**src/design/slpd_pkg.sv**
```systemverilog
// shared types and constants of the sync length prefixed deframer
// no dependencies

package slpd_pkg;

	localparam logic [15:0] HEAD_LEN    = 16'd8;
	localparam logic [15:0] SIZE_OFFSET = 16'd0;
	localparam logic [15:0] SIZE_END    = SIZE_OFFSET + 16'd4;

	localparam logic [7:0]  SYNC_RESET    = 8'h5a;
	localparam logic [15:0] MAX_LEN_RESET = 16'd4096;

	localparam int QDEPTH = 4;
	localparam int QAW    = $clog2(QDEPTH);

	typedef enum logic {
		REG_SYNC_VALUE  = 1'b0,
		REG_MAX_MSG_LEN = 1'b1
	} reg_idx_t;

	typedef enum logic [1:0] {
		KIND_DATA  = 2'd0,
		KIND_SYNC  = 2'd1,
		KIND_ABORT = 2'd2
	} kind_t;

	typedef enum logic [1:0] {
		PH_HUNT = 2'd0,
		PH_HEAD = 2'd1,
		PH_BODY = 2'd2
	} phase_t;

	typedef struct packed {
		kind_t      kind;
		logic [7:0] data;
		logic       chunk_end;
	} entry_t;

	typedef struct packed {
		logic   vld;
		entry_t entry;
	} push_t;

	typedef struct packed {
		logic   vld;
		entry_t entry;
	} head_t;

	typedef struct packed {
		phase_t phase;
		logic   pop;
		kind_t  pop_kind;
	} stat_t;

endpackage

```
**src/design/slpd_in_if.sv**
```systemverilog
// request channel carrying received bytes into the deframer
// uses no package

interface slpd_in_if;
	logic       valid;
	logic       ready;
	logic [7:0] rx_byte;
	logic       abort;
	logic       chunk_end;

	modport source (output valid, output rx_byte, output abort, output chunk_end,
		input ready);
	modport sink (input valid, input rx_byte, input abort, input chunk_end,
		output ready);
endinterface

```
**src/design/slpd_out_if.sv**
```systemverilog
// request channel carrying message bytes out of the deframer
// uses no package

interface slpd_out_if;
	logic        valid;
	logic        ready;
	logic [7:0]  msg_byte;
	logic [15:0] byte_index;
	logic        is_last;
	logic [15:0] msg_total;
	logic        oversize;
	logic        chunk_end_out;

	modport source (output valid, output msg_byte, output byte_index, output is_last,
		output msg_total, output oversize, output chunk_end_out, input ready);
	modport sink (input valid, input msg_byte, input byte_index, input is_last,
		input msg_total, input oversize, input chunk_end_out, output ready);
endinterface

```
**src/design/slpd_front.sv**
```systemverilog
// front end: accepts input requests, classifies them and pushes them into the queue
// depends on slpd_pkg and slpd_in_if

module slpd_front (
	input  logic                  clk,
	input  logic                  arst_n,
	slpd_in_if.sink               rx,
	input  logic                  cfg_we,
	input  slpd_pkg::reg_idx_t    cfg_index,
	input  logic [15:0]           cfg_wdata,
	input  logic                  q_full,
	output slpd_pkg::push_t       push
);

	logic [7:0] sync_q;

	always_ff @(posedge clk or negedge arst_n) begin
		if (!arst_n) begin
			sync_q <= slpd_pkg::SYNC_RESET;
		end else if (cfg_we && cfg_index == slpd_pkg::REG_SYNC_VALUE) begin
			sync_q <= cfg_wdata[7:0];
		end
	end

	assign rx.ready = !q_full;

	always_comb begin
		push.vld             = rx.valid && !q_full;
		push.entry.data      = rx.rx_byte;
		push.entry.chunk_end = rx.chunk_end;
		priority if (rx.abort) begin
			push.entry.kind = slpd_pkg::KIND_ABORT;
		end else if (rx.rx_byte == sync_q) begin
			push.entry.kind = slpd_pkg::KIND_SYNC;
		end else begin
			push.entry.kind = slpd_pkg::KIND_DATA;
		end
	end

endmodule

```
**src/design/slpd_queue.sv**
```systemverilog
// short fifo of classified requests between front and back
// depends on slpd_pkg

module slpd_queue (
	input  logic             clk,
	input  logic             arst_n,
	input  slpd_pkg::push_t  push,
	input  logic             pop,
	output logic             full,
	output slpd_pkg::head_t  head
);

	slpd_pkg::entry_t          entries_q [slpd_pkg::QDEPTH];
	logic [slpd_pkg::QAW-1:0]  wr_ptr_q;
	logic [slpd_pkg::QAW-1:0]  rd_ptr_q;
	logic [slpd_pkg::QAW:0]    count_q;
	logic                      do_push;
	logic                      do_pop;

	assign full       = count_q == (slpd_pkg::QAW+1)'(slpd_pkg::QDEPTH);
	assign head.vld   = count_q != '0;
	assign head.entry = entries_q[rd_ptr_q];
	assign do_push    = push.vld && !full;
	assign do_pop     = pop && head.vld;

	always_ff @(posedge clk) begin
		if (do_push) begin
			entries_q[wr_ptr_q] <= push.entry;
		end
	end

	always_ff @(posedge clk or negedge arst_n) begin
		if (!arst_n) begin
			wr_ptr_q <= '0;
			rd_ptr_q <= '0;
			count_q  <= '0;
		end else begin
			if (do_push) begin
				wr_ptr_q <= wr_ptr_q + 1'b1;
			end
			if (do_pop) begin
				rd_ptr_q <= rd_ptr_q + 1'b1;
			end
			unique case ({do_push, do_pop})
				2'b10:   count_q <= count_q + 1'b1;
				2'b01:   count_q <= count_q - 1'b1;
				default: count_q <= count_q;
			endcase
		end
	end

endmodule

```
**src/design/slpd_back.sv**
```systemverilog
// back end: framing state machine, size decode and output register
// depends on slpd_pkg and slpd_out_if

module slpd_back (
	input  logic                  clk,
	input  logic                  arst_n,
	input  slpd_pkg::head_t       head,
	output logic                  pop,
	input  logic                  cfg_we,
	input  slpd_pkg::reg_idx_t    cfg_index,
	input  logic [15:0]           cfg_wdata,
	output slpd_pkg::stat_t       stat,
	slpd_out_if.source            tx
);

	slpd_pkg::phase_t phase_q, phase_d;
	logic [15:0] cnt_q, cnt_d;
	logic [31:0] acc_q, acc_d;
	logic [15:0] tot_q, tot_d;
	logic [15:0] max_q;

	logic        out_vld_q;
	logic [7:0]  byte_q;
	logic [15:0] idx_q;
	logic        last_q;
	logic [15:0] mtot_q;
	logic        ovs_q;
	logic        ce_q;

	logic        res_vld;
	logic [15:0] res_idx;
	logic        res_last;
	logic [15:0] res_mtot;
	logic        res_ovs;

	logic        in_size;
	logic [31:0] acc_sh;
	logic [15:0] cnt_inc;
	logic [16:0] sum;
	logic        sat;

	assign pop = head.vld && (!out_vld_q || tx.ready);

	assign stat.phase    = phase_q;
	assign stat.pop      = pop;
	assign stat.pop_kind = head.entry.kind;

	always_ff @(posedge clk or negedge arst_n) begin
		if (!arst_n) begin
			max_q <= slpd_pkg::MAX_LEN_RESET;
		end else if (cfg_we && cfg_index == slpd_pkg::REG_MAX_MSG_LEN) begin
			max_q <= cfg_wdata;
		end
	end

	always_ff @(posedge clk or negedge arst_n) begin
		if (!arst_n) begin
			phase_q <= slpd_pkg::PH_HUNT;
			cnt_q   <= '0;
			acc_q   <= '0;
			tot_q   <= '0;
		end else begin
			phase_q <= phase_d;
			cnt_q   <= cnt_d;
			acc_q   <= acc_d;
			tot_q   <= tot_d;
		end
	end

	always_comb begin
		in_size = (cnt_q >= slpd_pkg::SIZE_OFFSET) && (cnt_q < slpd_pkg::SIZE_END);
		acc_sh  = in_size ? {acc_q[23:0], head.entry.data} : acc_q;
		cnt_inc = cnt_q + 16'd1;
		sum     = {1'b0, acc_sh[15:0]} + {1'b0, slpd_pkg::HEAD_LEN};
		sat     = (|acc_sh[31:16]) || sum[16];

		phase_d  = phase_q;
		cnt_d    = cnt_q;
		acc_d    = acc_q;
		tot_d    = tot_q;
		res_vld  = 1'b0;
		res_idx  = cnt_q;
		res_last = 1'b0;
		res_mtot = '0;
		res_ovs  = 1'b0;

		if (pop) begin
			if (head.entry.kind == slpd_pkg::KIND_ABORT) begin
				phase_d = slpd_pkg::PH_HUNT;
				cnt_d   = '0;
				acc_d   = '0;
				tot_d   = '0;
			end else begin
				unique case (phase_q)
					slpd_pkg::PH_HEAD: begin
						res_vld = 1'b1;
						acc_d   = acc_sh;
						cnt_d   = cnt_inc;
						if (cnt_inc >= slpd_pkg::HEAD_LEN) begin
							res_mtot = sat ? 16'hffff : sum[15:0];
							priority if (sat || sum[15:0] > max_q) begin
								res_last = 1'b1;
								res_ovs  = 1'b1;
								phase_d  = slpd_pkg::PH_HUNT;
								cnt_d    = '0;
								acc_d    = '0;
								tot_d    = '0;
							end else if (acc_sh == '0) begin
								res_last = 1'b1;
								phase_d  = slpd_pkg::PH_HUNT;
								cnt_d    = '0;
								acc_d    = '0;
								tot_d    = '0;
							end else begin
								phase_d = slpd_pkg::PH_BODY;
								tot_d   = sum[15:0];
							end
						end
					end
					slpd_pkg::PH_BODY: begin
						res_vld  = 1'b1;
						res_mtot = tot_q;
						cnt_d    = cnt_inc;
						if (cnt_inc >= tot_q) begin
							res_last = 1'b1;
							phase_d  = slpd_pkg::PH_HUNT;
							cnt_d    = '0;
							acc_d    = '0;
							tot_d    = '0;
						end
					end
					default: begin
						if (head.entry.kind == slpd_pkg::KIND_SYNC) begin
							phase_d = slpd_pkg::PH_HEAD;
							cnt_d   = '0;
							acc_d   = '0;
							tot_d   = '0;
						end
					end
				endcase
			end
		end
	end

	always_ff @(posedge clk or negedge arst_n) begin
		if (!arst_n) begin
			out_vld_q <= 1'b0;
		end else if (res_vld) begin
			out_vld_q <= 1'b1;
		end else if (tx.ready) begin
			out_vld_q <= 1'b0;
		end
	end

	always_ff @(posedge clk) begin
		if (res_vld) begin
			byte_q <= head.entry.data;
			idx_q  <= res_idx;
			last_q <= res_last;
			mtot_q <= res_mtot;
			ovs_q  <= res_ovs;
			ce_q   <= head.entry.chunk_end;
		end
	end

	assign tx.valid         = out_vld_q;
	assign tx.msg_byte      = byte_q;
	assign tx.byte_index    = idx_q;
	assign tx.is_last       = last_q;
	assign tx.msg_total     = mtot_q;
	assign tx.oversize      = ovs_q;
	assign tx.chunk_end_out = ce_q;

endmodule

```
**src/design/sync_length_prefixed_deframer.sv**
```systemverilog
// top level of the sync length prefixed deframer: front, queue and back
// depends on slpd_pkg, slpd_in_if, slpd_out_if, slpd_front, slpd_queue, slpd_back
//
// usage
// rx takes one received byte per request with abort and chunk_end flags;
// tx gives one message byte per request with its index within the message,
// a last flag, the total length (once the header is complete), an oversize
// flag and a copy of chunk_end. bytes are dropped until the sync byte, then
// the header and body are passed on; abort drops the partial message.
// cfg_we/cfg_index/cfg_wdata write sync_value (index 0) and max_msg_len
// (index 1); write them only while the block is idle.
// throughput is one byte per cycle while tx does not stall. an rx request is
// registered in the queue and then in the back end output register before it
// reaches tx. a four-entry queue sits between front and back; when tx stalls,
// the output register holds its request, the queue fills and rx.ready drops
// once it is full. reset empties the queue, clears the output register, puts
// the block in sync hunting and loads sync 0x5a and max 4096.

module sync_length_prefixed_deframer (
	input  logic                  clk,
	input  logic                  arst_n,
	slpd_in_if.sink               rx,
	slpd_out_if.source            tx,
	input  logic                  cfg_we,
	input  slpd_pkg::reg_idx_t    cfg_index,
	input  logic [15:0]           cfg_wdata
);

	slpd_pkg::push_t push;
	slpd_pkg::head_t head;
	slpd_pkg::stat_t stat;
	logic            q_full;
	logic            pop;

	slpd_front u_front (
		.clk       (clk),
		.arst_n    (arst_n),
		.rx        (rx),
		.cfg_we    (cfg_we),
		.cfg_index (cfg_index),
		.cfg_wdata (cfg_wdata),
		.q_full    (q_full),
		.push      (push)
	);

	slpd_queue u_queue (
		.clk    (clk),
		.arst_n (arst_n),
		.push   (push),
		.pop    (pop),
		.full   (q_full),
		.head   (head)
	);

	slpd_back u_back (
		.clk       (clk),
		.arst_n    (arst_n),
		.head      (head),
		.pop       (pop),
		.cfg_we    (cfg_we),
		.cfg_index (cfg_index),
		.cfg_wdata (cfg_wdata),
		.stat      (stat),
		.tx        (tx)
	);

	a_ovs_last: assert property (@(posedge clk) disable iff (!arst_n)
		tx.valid && tx.oversize |-> tx.is_last)
		else $error("oversize without last");

	a_idx_range: assert property (@(posedge clk) disable iff (!arst_n)
		tx.valid && !tx.oversize && tx.msg_total != 16'd0 |-> tx.byte_index < tx.msg_total)
		else $error("byte index beyond message total");

	a_abort_hunt: assert property (@(posedge clk) disable iff (!arst_n)
		stat.pop && stat.pop_kind == slpd_pkg::KIND_ABORT |=> stat.phase == slpd_pkg::PH_HUNT)
		else $error("abort did not return to hunting");

	a_full_stall: assert property (@(posedge clk) disable iff (!arst_n)
		q_full && !pop |=> !rx.ready)
		else $error("queue full but input still ready");

endmodule
```
**src/flat_wrapper.sv**
```systemverilog
// flat-port wrapper written by rule: the top's interface ports become plain ports
module sync_length_prefixed_deframer_flat 
  (clk, arst_n, cfg_we, cfg_index, cfg_wdata, rx_valid, rx_rx_byte, rx_abort, rx_chunk_end, rx_ready, tx_valid, tx_msg_byte, tx_byte_index, tx_is_last, tx_msg_total, tx_oversize, tx_chunk_end_out, tx_ready);
  slpd_in_if rx_i ();
  slpd_out_if tx_i ();
  input  logic clk;
  input  logic arst_n;
  input  logic cfg_we;
  input  slpd_pkg::reg_idx_t cfg_index;
  input  logic [15:0] cfg_wdata;
  input wire logic [$bits(rx_i.valid)-1:0] rx_valid;
  input wire logic [$bits(rx_i.rx_byte)-1:0] rx_rx_byte;
  input wire logic [$bits(rx_i.abort)-1:0] rx_abort;
  input wire logic [$bits(rx_i.chunk_end)-1:0] rx_chunk_end;
  output wire logic [$bits(rx_i.ready)-1:0] rx_ready;
  output wire logic [$bits(tx_i.valid)-1:0] tx_valid;
  output wire logic [$bits(tx_i.msg_byte)-1:0] tx_msg_byte;
  output wire logic [$bits(tx_i.byte_index)-1:0] tx_byte_index;
  output wire logic [$bits(tx_i.is_last)-1:0] tx_is_last;
  output wire logic [$bits(tx_i.msg_total)-1:0] tx_msg_total;
  output wire logic [$bits(tx_i.oversize)-1:0] tx_oversize;
  output wire logic [$bits(tx_i.chunk_end_out)-1:0] tx_chunk_end_out;
  input wire logic [$bits(tx_i.ready)-1:0] tx_ready;
  assign rx_i.valid = rx_valid;
  assign rx_i.rx_byte = rx_rx_byte;
  assign rx_i.abort = rx_abort;
  assign rx_i.chunk_end = rx_chunk_end;
  assign rx_ready = rx_i.ready;
  assign tx_valid = tx_i.valid;
  assign tx_msg_byte = tx_i.msg_byte;
  assign tx_byte_index = tx_i.byte_index;
  assign tx_is_last = tx_i.is_last;
  assign tx_msg_total = tx_i.msg_total;
  assign tx_oversize = tx_i.oversize;
  assign tx_chunk_end_out = tx_i.chunk_end_out;
  assign tx_i.ready = tx_ready;
  sync_length_prefixed_deframer u_core (.clk(clk), .arst_n(arst_n), .rx(rx_i), .tx(tx_i), .cfg_we(cfg_we), .cfg_index(cfg_index), .cfg_wdata(cfg_wdata));
endmodule
```
**config.mk**
```make
export PLATFORM = sky130hd
export DESIGN_NAME = sync_length_prefixed_deframer_flat
export DESIGN_NICKNAME = d
export VERILOG_FILES = /design/src/design/slpd_pkg.sv /design/src/design/slpd_in_if.sv /design/src/design/slpd_out_if.sv /design/src/design/slpd_front.sv /design/src/design/slpd_queue.sv /design/src/design/slpd_back.sv /design/src/design/sync_length_prefixed_deframer.sv /design/src/flat_wrapper.sv
export SDC_FILE = /design/constraint.sdc
export NUM_CORES = 1
export LEC_CHECK = 0
export ABC_CLOCK_PERIOD_IN_PS = 4780
export CORE_UTILIZATION = 43
export DETAILED_ROUTE_END_ITERATION = 10
export DONT_BUFFER_PORTS = 1
export PLACE_DENSITY = 0.63
export SLEW_MARGIN = 20
export SYNTH_ARGS = -nofsm -noshare
export SYNTH_HDL_FRONTEND = slang
export SYNTH_SLANG_ARGS = --single-unit
```
**constraint.sdc**
```tcl
create_clock -name clk -period 4.78 [get_ports clk]
set_clock_uncertainty 0.05 [all_clocks]
set_input_delay 0.478 -clock clk [delete_from_list [all_inputs] [get_ports clk]]
set_output_delay 0.478 -clock clk [all_outputs]
set_load 0.005 [all_outputs]
```
==> results of run 1 <==
[power groups by stage]
stage / clock network (uW) / logic [uW] / registers, uW
final: 1540 / 3810 / 2480
after global routing: 1640 / 4130 / 2540
after CTS: 1570 / 3550 / 2490
after detailed placement: 0 / 3500 / 2520
after global placement: 0 / 3470 / 2510
after floorplan: 0 / 2390 / 2400
[what timing repair did]
action	4_1_cts	5_1_grt
hold buffers	2	0
gates cloned	0	0
pin swaps	1	12
gates resized for setup	4	26
buffers inserted	0	5
hold endpoints to repair	98	0
endpoints found under the setup margin	8	67
[worst register-to-register path, cell delays in order (launching register included)]
cell      delay (ps)
dfrtp_1          420
nor4_4           340
and4_4           280
buf_12           130
mux2i_2          110
inv_2            110
ha_4             170
nand4_1          110
nor4_2           330
mux2i_1          210
o211ai_1         140
ha_1             360
a21oi_2          130
o22ai_1           90
o41ai_1          360
a32oi_1          180
or3_4            460
buf_4            150
or2_4            250
o31ai_2          190
[final cells by class]
cell class	count	area share
flip-flops and latches	185	0.4638
multi-input cells	530	0.3745
repair buffers	66	0.05081
clock buffers	17	0.03891
well taps	275	0.03147
clock inverters	15	0.02128
inverters	56	0.01922
[sequential cells by signal (all words and copies together) (netlist names)]
| register | flops |
|---|---|
| u_core.u_back.tx.chunk_end_out | 1 |
| u_core.u_back.phase_q | 2 |
| u_core.u_queue.count_q | 3 |
| u_core.u_back.max_q | 16 |
| u_core.u_back.tx.byte_index | 16 |
| u_core.u_back.tot_q | 16 |
| u_core.u_queue.rd_ptr_q | 2 |
| u_core.u_queue.wr_ptr_q | 2 |
| u_core.u_back.tx.valid | 1 |
| u_core.u_back.tx.msg_byte | 8 |
| u_core.u_back.tx.is_last | 1 |
| u_core.u_front.sync_q | 8 |
| u_core.u_back.tx.oversize | 1 |
| u_core.u_back.acc_q | 32 |
| u_core.u_back.tx.msg_total | 16 |
| u_core.u_queue.entries_q | 44 |
| u_core.u_back.cnt_q | 16 |
[cells in the mapped netlist, drive strengths merged, types with 9 or more instances]
cell type   n
mux2       24
xor2       14
nor3       12
edfxtp     87
o21ai      36
inv        56
nor2       21
or2         9
nand2      73
xnor2      20
clkbuf     25
o31ai      14
mux2i      40
mux4       11
and3       11
nand4      13
nor4       18
a21oi      56
nand3      20
a22o       13
dfrtp      93
ha         43
buf        17
[cell families (layout without fill, tap and decap cells)]
kind of cell               after synthesis  count (layout)  synth area share
buffers and inverters                   98             154           0.04519
and+or+nand+nor                        217             217            0.1218
xor gates and xnor gates                34              34           0.03154
adders and majority gates               44              44           0.05911
DFF                                    185             185            0.5372
AOI/OAI and AO/OA                      160             160            0.1071
muxes                                   75              75           0.09808
[through the flow]
stage          power, uW    util  std cells
2_1_floorplan       4794       -        813
3_3_place_gp        5980  0.4715       1105
3_5_place_dp        6015  0.4715       1105
4_1_cts             7607  0.5051       1139
5_1_grt             8309  0.5137       1144
6_report            7832  0.5137       1144
[per-layer routing]
metal  vias up  global-route usage  part of all wire
met5         -                   0                 0
met4         0             0.06364             0.020
met3        34             0.04636             0.047
met2       194              0.3419              0.48
met1      3167              0.2836              0.45
li1       3064                   -                 -
[path summary, 6_finish.rpt]
kind | end | slack, ps | start
max | u_core.u_back.tot_q[15] | 120 | u_core.u_back.cnt_q[14]
min | u_core.u_queue.entries_q[2][6] | 70 | rx_rx_byte[5]
max reg2reg | u_core.u_back.tot_q[15] | 120 | u_core.u_back.cnt_q[14]
min reg2reg | u_core.u_queue.count_q[2] | 440 | u_core.u_queue.count_q[2]
max in group asynchronous | u_core.u_front.sync_q[6] | 3680 | arst_n
min in group asynchronous | u_core.u_back.cnt_q[12] | 570 | arst_n
==> results.py, run 1 <==
metrics = {
    "finish": {
        "seq_area_um2": 5071,
        "layout-drive-gt1-share": 0.2060,
        "n_antenna_cell": 0,
        "finalInstanceArea_um2": 10930,
        "fillCellCount": 1862,
        "area_growth_pct": 15.82,
        "layout_commonest_cell": "dfrtp_1",
        "multi_input_area_um2": 4095,
        "final_cell_mix": "93 x dfrtp_1, 87 x edfxtp_1, 73 x nand2_1",
        "fin_nets": 932,
    },
    "status": {
        "status": "complete, no violations",
    },
    "global_routing": {
        "grt_start_max_net_pins": 99,
        "grt_pass1_wl_mm": 35.82,
        "antenna_found_initial": 0,
        "track_usage": 0.2113,
        "gr-total-overflow": 0,
        "grt_pass1_vias": 6409,
    },
    "power": {
        "p_int_uw": 4433,
        "powerDensity_nw_per_um2": 716.3,
        "pwr-share-comb": 0.486,
        "p_leak_uw": 0.004650,
        "p_switching_uw": 3399,
        "clkPwrFrac": 0.197,
        "swShare": 0.4340,
        "peakVddDrop_v": 0.0004789,
        "seqPwrFrac": 0.317,
    },
    "synth": {
        "yosysSeqAreaShare": 0.5372,
        "syn_nets": 889,
        "syn_area_um2": 9440,
        "yosys.area.top_type": "edfxtp_1",
        "synth_top_flop_cell": "dfrtp_1",
        "synth_warnings": 0,
        "async_reset_ff_frac": 0.5297,
        "synth_top_area_share": 0.2767,
        "ys_ff_latch": 185,
        "synth_cell_type_count": 62,
        "synth_area_per_cell_um2": 11.61,
        "synth_edf_count": 87,
        "netlist_instances": 813,
        "synth_area_leaders": "edfxtp_1 28%, dfrtp_1 25%, ha_1 5.7%",
    },
    "min_path": {
        "hp-class": "in -> reg",
        "hold_depth": 0,
    },
    "clock_network": {
        "clock_latency_ps": 450,
        "h-tree-depth": 4,
        "cts_sinks": 185,
        "clk_transition_reported_paths_ps": 90,
        "cts_buffers": 17,
        "cts_root_buf": "clkbuf_16",
        "cts_tree": "done",
        "cts_buffer_depth": 2,
    },
    "placement": {
        "place_ws_ps": -46.49,
        "gp_congestion": 0.8805,
        "place.detailed.hpwl_mm": 15.89,
        "placed_area_um2": 10040,
        "portBuffers": 0,
    },
    "critical_path": {
        "critPathBufInv": 3,
        "required_ps": 5080,
        "crit_path_top_delay_cell": "or3_4",
        "cp_max_fo": 7,
        "worstSetupEndpointType": "flip-flop",
        "r2r_cells": 19,
        "cpLargestDelayFamily": "simple AND/OR/NAND/NOR gates",
        "cp-start-kind": "flip-flop",
        "max_stage_delay_ps": 460,
        "path_cells": "nor4_4 > and4_4 > buf_12 > mux2i_2 > inv_2 > ha_4 > nand4_1 > nor4_2 > mux2i_1 > o211ai_1 > ha_1 > a21oi_2 > o22ai_1 > o41ai_1 > a32oi_1 > or3_4 > buf_4 > or2_4 > o31ai_2",
        "critical_path_depth": 19,
        "critical_path_class": "reg -> reg",
        "cp.arrival_ps": 4970,
    },
    "route": {
        "dr.pass1.iters": 5,
        "antenna_left": 0,
        "post_drt_wl_per_cell_um": 19.70,
        "drt_wl_total_mm": 22.54,
        "vias": 6459,
        "drc": 0,
        "drt_iter0_markers": 387,
        "via_per_inst": 5.646,
    },
    "sta": {
        "drv_slew": 0,
        "fin_crit_ps": 4661,
        "setup_viol": 0,
        "relSlewSlack": 0.3779,
        "min_period_over_period": 0.9752,
        "timing.hold.ws_ps": 67.35,
        "tns_ps": 0,
        "hold_viol": 0,
        "worst_pin_slew_ps": 933.2,
        "worst_slack_ps": 118.5,
        "fmax_mhz": 214.5,
    },
    "die": {
        "core-area_um2": 21290,
        "top_level_ports": 77,
        "num_rows": 53,
        "die_h_um": 150.2,
        "dieArea_um2": 22550,
        "start_util": 0.4435,
        "die_w_um": 150.2,
    },
    "run": {
        "cap_violations": 0,
    },
}
No activity file was read; power rests on OpenSTA's default activity.
==> run 2, diff against run 1 <==
Settings changed: ABC_AREA from default to 1.
==> run 2 against run 1 <==
  * Routed wire length grew 1.1%
  * Synthesized cell count up 45%
  * Sequential power down 4%
  * Critical endpoint is now u_core.u_back.acc_q[1]
  * Largest cell class unchanged
==> results.py, run 2 <==
metrics = {
    "route": {
        "drc": 0,
        "antenna_left": 0,
        "via_per_inst": 5.038,
        "post_drt_wl_per_cell_um": 15.29,
        "drt_wl_total_mm": 22.79,
        "drt_iter0_markers": 477,
        "dr.pass1.iters": 5,
        "vias": 7511,
    },
    "finish": {
        "fillCellCount": 2203,
        "layout_commonest_cell": "nand2_1",
        "top_regs": "u_core.u_queue.entries_q x44, u_core.u_back.acc_q x32",
        "fin_nets": 1241,
        "layout-drive-gt1-share": 0.1010,
        "final_cell_mix": "323 x nand2_1, 166 x inv_1, 98 x nor2_1",
        "largest_reg_flops": 44,
        "area_growth_pct": 9.172,
        "fin_util": 0.4836,
        "n_antenna_cell": 0,
        "regMostFlops": "u_core.u_queue.entries_q",
    },
    "clock_network": {
        "cts_tree": "done",
        "cts_buffers": 17,
        "clock_latency_ps": 450,
        "post_cts_buffers": 0,
        "h-tree-depth": 4,
        "cts_root_buf": "clkbuf_16",
        "clk_transition_reported_paths_ps": 80,
        "cts_buffer_depth": 2,
        "cts_sinks": 185,
    },
    "sta": {
        "fmax_mhz": 231.4,
        "rsz0062_at_grt": "false",
        "drv_slew": 0,
        "worst_pin_slew_ps": 1080,
        "setup_viol": 0,
        "fin_crit_ps": 4321,
        "tns_ps": 0,
        "min_period_over_period": 0.9039,
        "relSlewSlack": 0.2774,
        "timing.hold.ws_ps": 66.26,
        "hold_viol": 0,
    },
    "synth": {
        "synth-compound-area-share": 0.1047,
        "synth_area_leaders": "edfxtp_1 26%, dfrtp_1 23%, nand2_1 12%",
        "synth-simple-area-share": 0.2303,
        "synth_top_area_share": 0.2581,
        "syn_nets": 1252,
        "synth_area_per_cell_um2": 8.606,
        "synth_cell_type_count": 43,
        "synth_mux_area_frac": 0,
        "synth_warnings": 0,
        "synth_edf_count": 87,
        "yosysSeqAreaShare": 0.5011,
        "post-synth-top-count-cell": "nand2_1",
        "yosys.area.top_type": "edfxtp_1",
        "async_reset_ff_frac": 0.5297,
        "syn_area_um2": 10120,
        "synthAdderAreaFrac": 0.05514,
        "synth_top_family_by_area": "simple AND/OR/NAND/NOR gates",
        "synthXorXnorAreaFrac": 0.01990,
        "synth_common_cells": "323 x nand2_1, 167 x inv_1, 98 x nor2_1",
        "ys_ff_latch": 185,
        "netlist_instances": 1176,
        "synth_top_flop_cell": "dfrtp_1",
    },
    "power": {
        "powerDensity_nw_per_um2": 626.3,
        "p_leak_uw": 0.004997,
        "clkPwrFrac": 0.208,
        "p_int_uw": 3742,
        "seqPwrFrac": 0.342,
        "p_switching_uw": 3178,
        "swShare": 0.4593,
        "pwr-share-comb": 0.450,
        "peakVddDrop_v": 0.0004308,
        "power.total_uw": 6920,
    },
    "global_routing": {
        "grt_pass1_vias": 7050,
        "busiest_layer": "met2",
        "grt_pass1_wl_mm": 37.14,
        "antenna_found_initial": 0,
        "gr-total-overflow": 0,
        "grt_start_max_net_pins": 99,
        "met3_usage": 0.04513,
        "grtUsageMet1": 0.2672,
        "use_met2": 0.3209,
        "track_usage": 0.2001,
    },
    "die": {
        "top_level_ports": 77,
        "dieArea_um2": 24160,
        "num_rows": 55,
        "die_w_um": 155.4,
        "start_util": 0.4430,
        "core-area_um2": 22850,
        "die_h_um": 155.4,
    },
    "critical_path": {
        "cp.arrival_ps": 4590,
        "cp-start-kind": "flip-flop",
        "critical_path_class": "reg -> reg",
        "r2r_cells": 22,
        "worstSetupEndpointType": "flip-flop",
        "cp_max_fo": 32,
        "required_ps": 5050,
    },
    "min_path": {
        "hold_depth": 0,
        "hp-class": "in -> reg",
    },
    "placement": {
        "portBuffers": 0,
        "gp_congestion": 0.8959,
        "place.detailed.hpwl_mm": 16.09,
    },
    "status": {
        "status": "complete, no violations",
    },
    "run": {
        "cap_violations": 0,
    },
}
[run 2: cell types whose count changed in the layout (fill, tap and decap cells not counted), moves of 16 or more]
cell     change
mux2i_1     -37
nor2_1      +77
o22ai_2     +30
nand2_1    +250
mux2_2      -24
xnor2_1     -16
buf_4       -50
o21ai_1     +17
nand3_1     +55
a21oi_1     -18
inv_1      +113
[run 2: what timing repair did]
action	4_1_cts	5_1_grt
endpoints found under the hold margin	98	0
resized for setup	0	1
endpoints found under the setup margin	0	14
hold buffers	2	0
[run 2: cell type report]
cell class                      instances  area [um^2]  area share
Timing Repair Buffer                   15        160.2     0.01449
Clock buffer                           17        425.4     0.03850
Clock inverter                         15        188.9     0.01710
Multi-Input combinational cell        774         4167      0.3771
Inverter                              172        645.6     0.05843
Tap cell                              313        391.6     0.03544
Sequential cell                       185         5071      0.4590
[run 2: cell families after synthesis]
logic type / after synthesis
buffers and inverters: 217
AND/OR/NAND/NOR: 551
AO/OA/AOI/OAI: 156
adder cells (fa/ha/maj): 44
flip-flops: 185
XOR/XNOR: 23
[run 2: routing by layer]
layer	share of wire	vias up	routed length, um
li1	-	3781	-
met1	0.46	3521	10450
met2	0.47	178	10760
met3	0.048	31	1099
met4	0.021	0	488
met5	0	-	0
[run 2: power by group through the flow]
stage / clock [uW] / combinational, uW / sequential, uW
floorplan: 0 / 2340 / 2340
global placement: 0 / 3050 / 2400
detailed placement: 0 / 3090 / 2400
CTS: 1480 / 3130 / 2370
global route: 1530 / 3500 / 2410
finish: 1440 / 3110 / 2370
[run 2: stage by stage]
step	worst slack (ps)	std cells	cell area (um^2)
2_1_floorplan	556.0	1176	10130
3_3_place_gp	557.8	1457	10390
3_5_place_dp	440.9	1457	10390
4_1_cts	438.1	1491	11040
5_1_grt	93.29	1491	11050
6_report	459.2	1491	11050
[run 2: worst paths after layout]
path	start	endpoint	slack, ps
worst max register to register	u_core.u_back.cnt_q[2]	u_core.u_back.acc_q[1]	460
min in group asynchronous	arst_n	u_core.u_back.acc_q[30]	510
worst min-delay path	rx_chunk_end	u_core.u_queue.entries_q[1][0]	70
max in group asynchronous	arst_n	u_core.u_queue.rd_ptr_q[1]	3640
worst max-delay path	u_core.u_back.cnt_q[2]	u_core.u_back.acc_q[1]	460
worst min register to register	u_core.u_queue.count_q[0]	u_core.u_queue.count_q[0]	430
[run 2: worst max-delay path, stage by stage (launching register included)]
cell	delay, ps
dfrtp_1	450
or2_4	300
nor2_8	320
nand3_1	120
nand2_1	150
ha_1	210
nand2_1	80
nor2_1	310
nand2_1	110
nor2_1	130
xor2_1	270
inv_1	100
ha_1	300
nand2_1	70
nor3_1	260
nand2_1	90
nand2_1	70
nand2_1	90
nand4_2	150
nand2_2	90
nand2_2	90
buf_12	250
o22ai_1	100
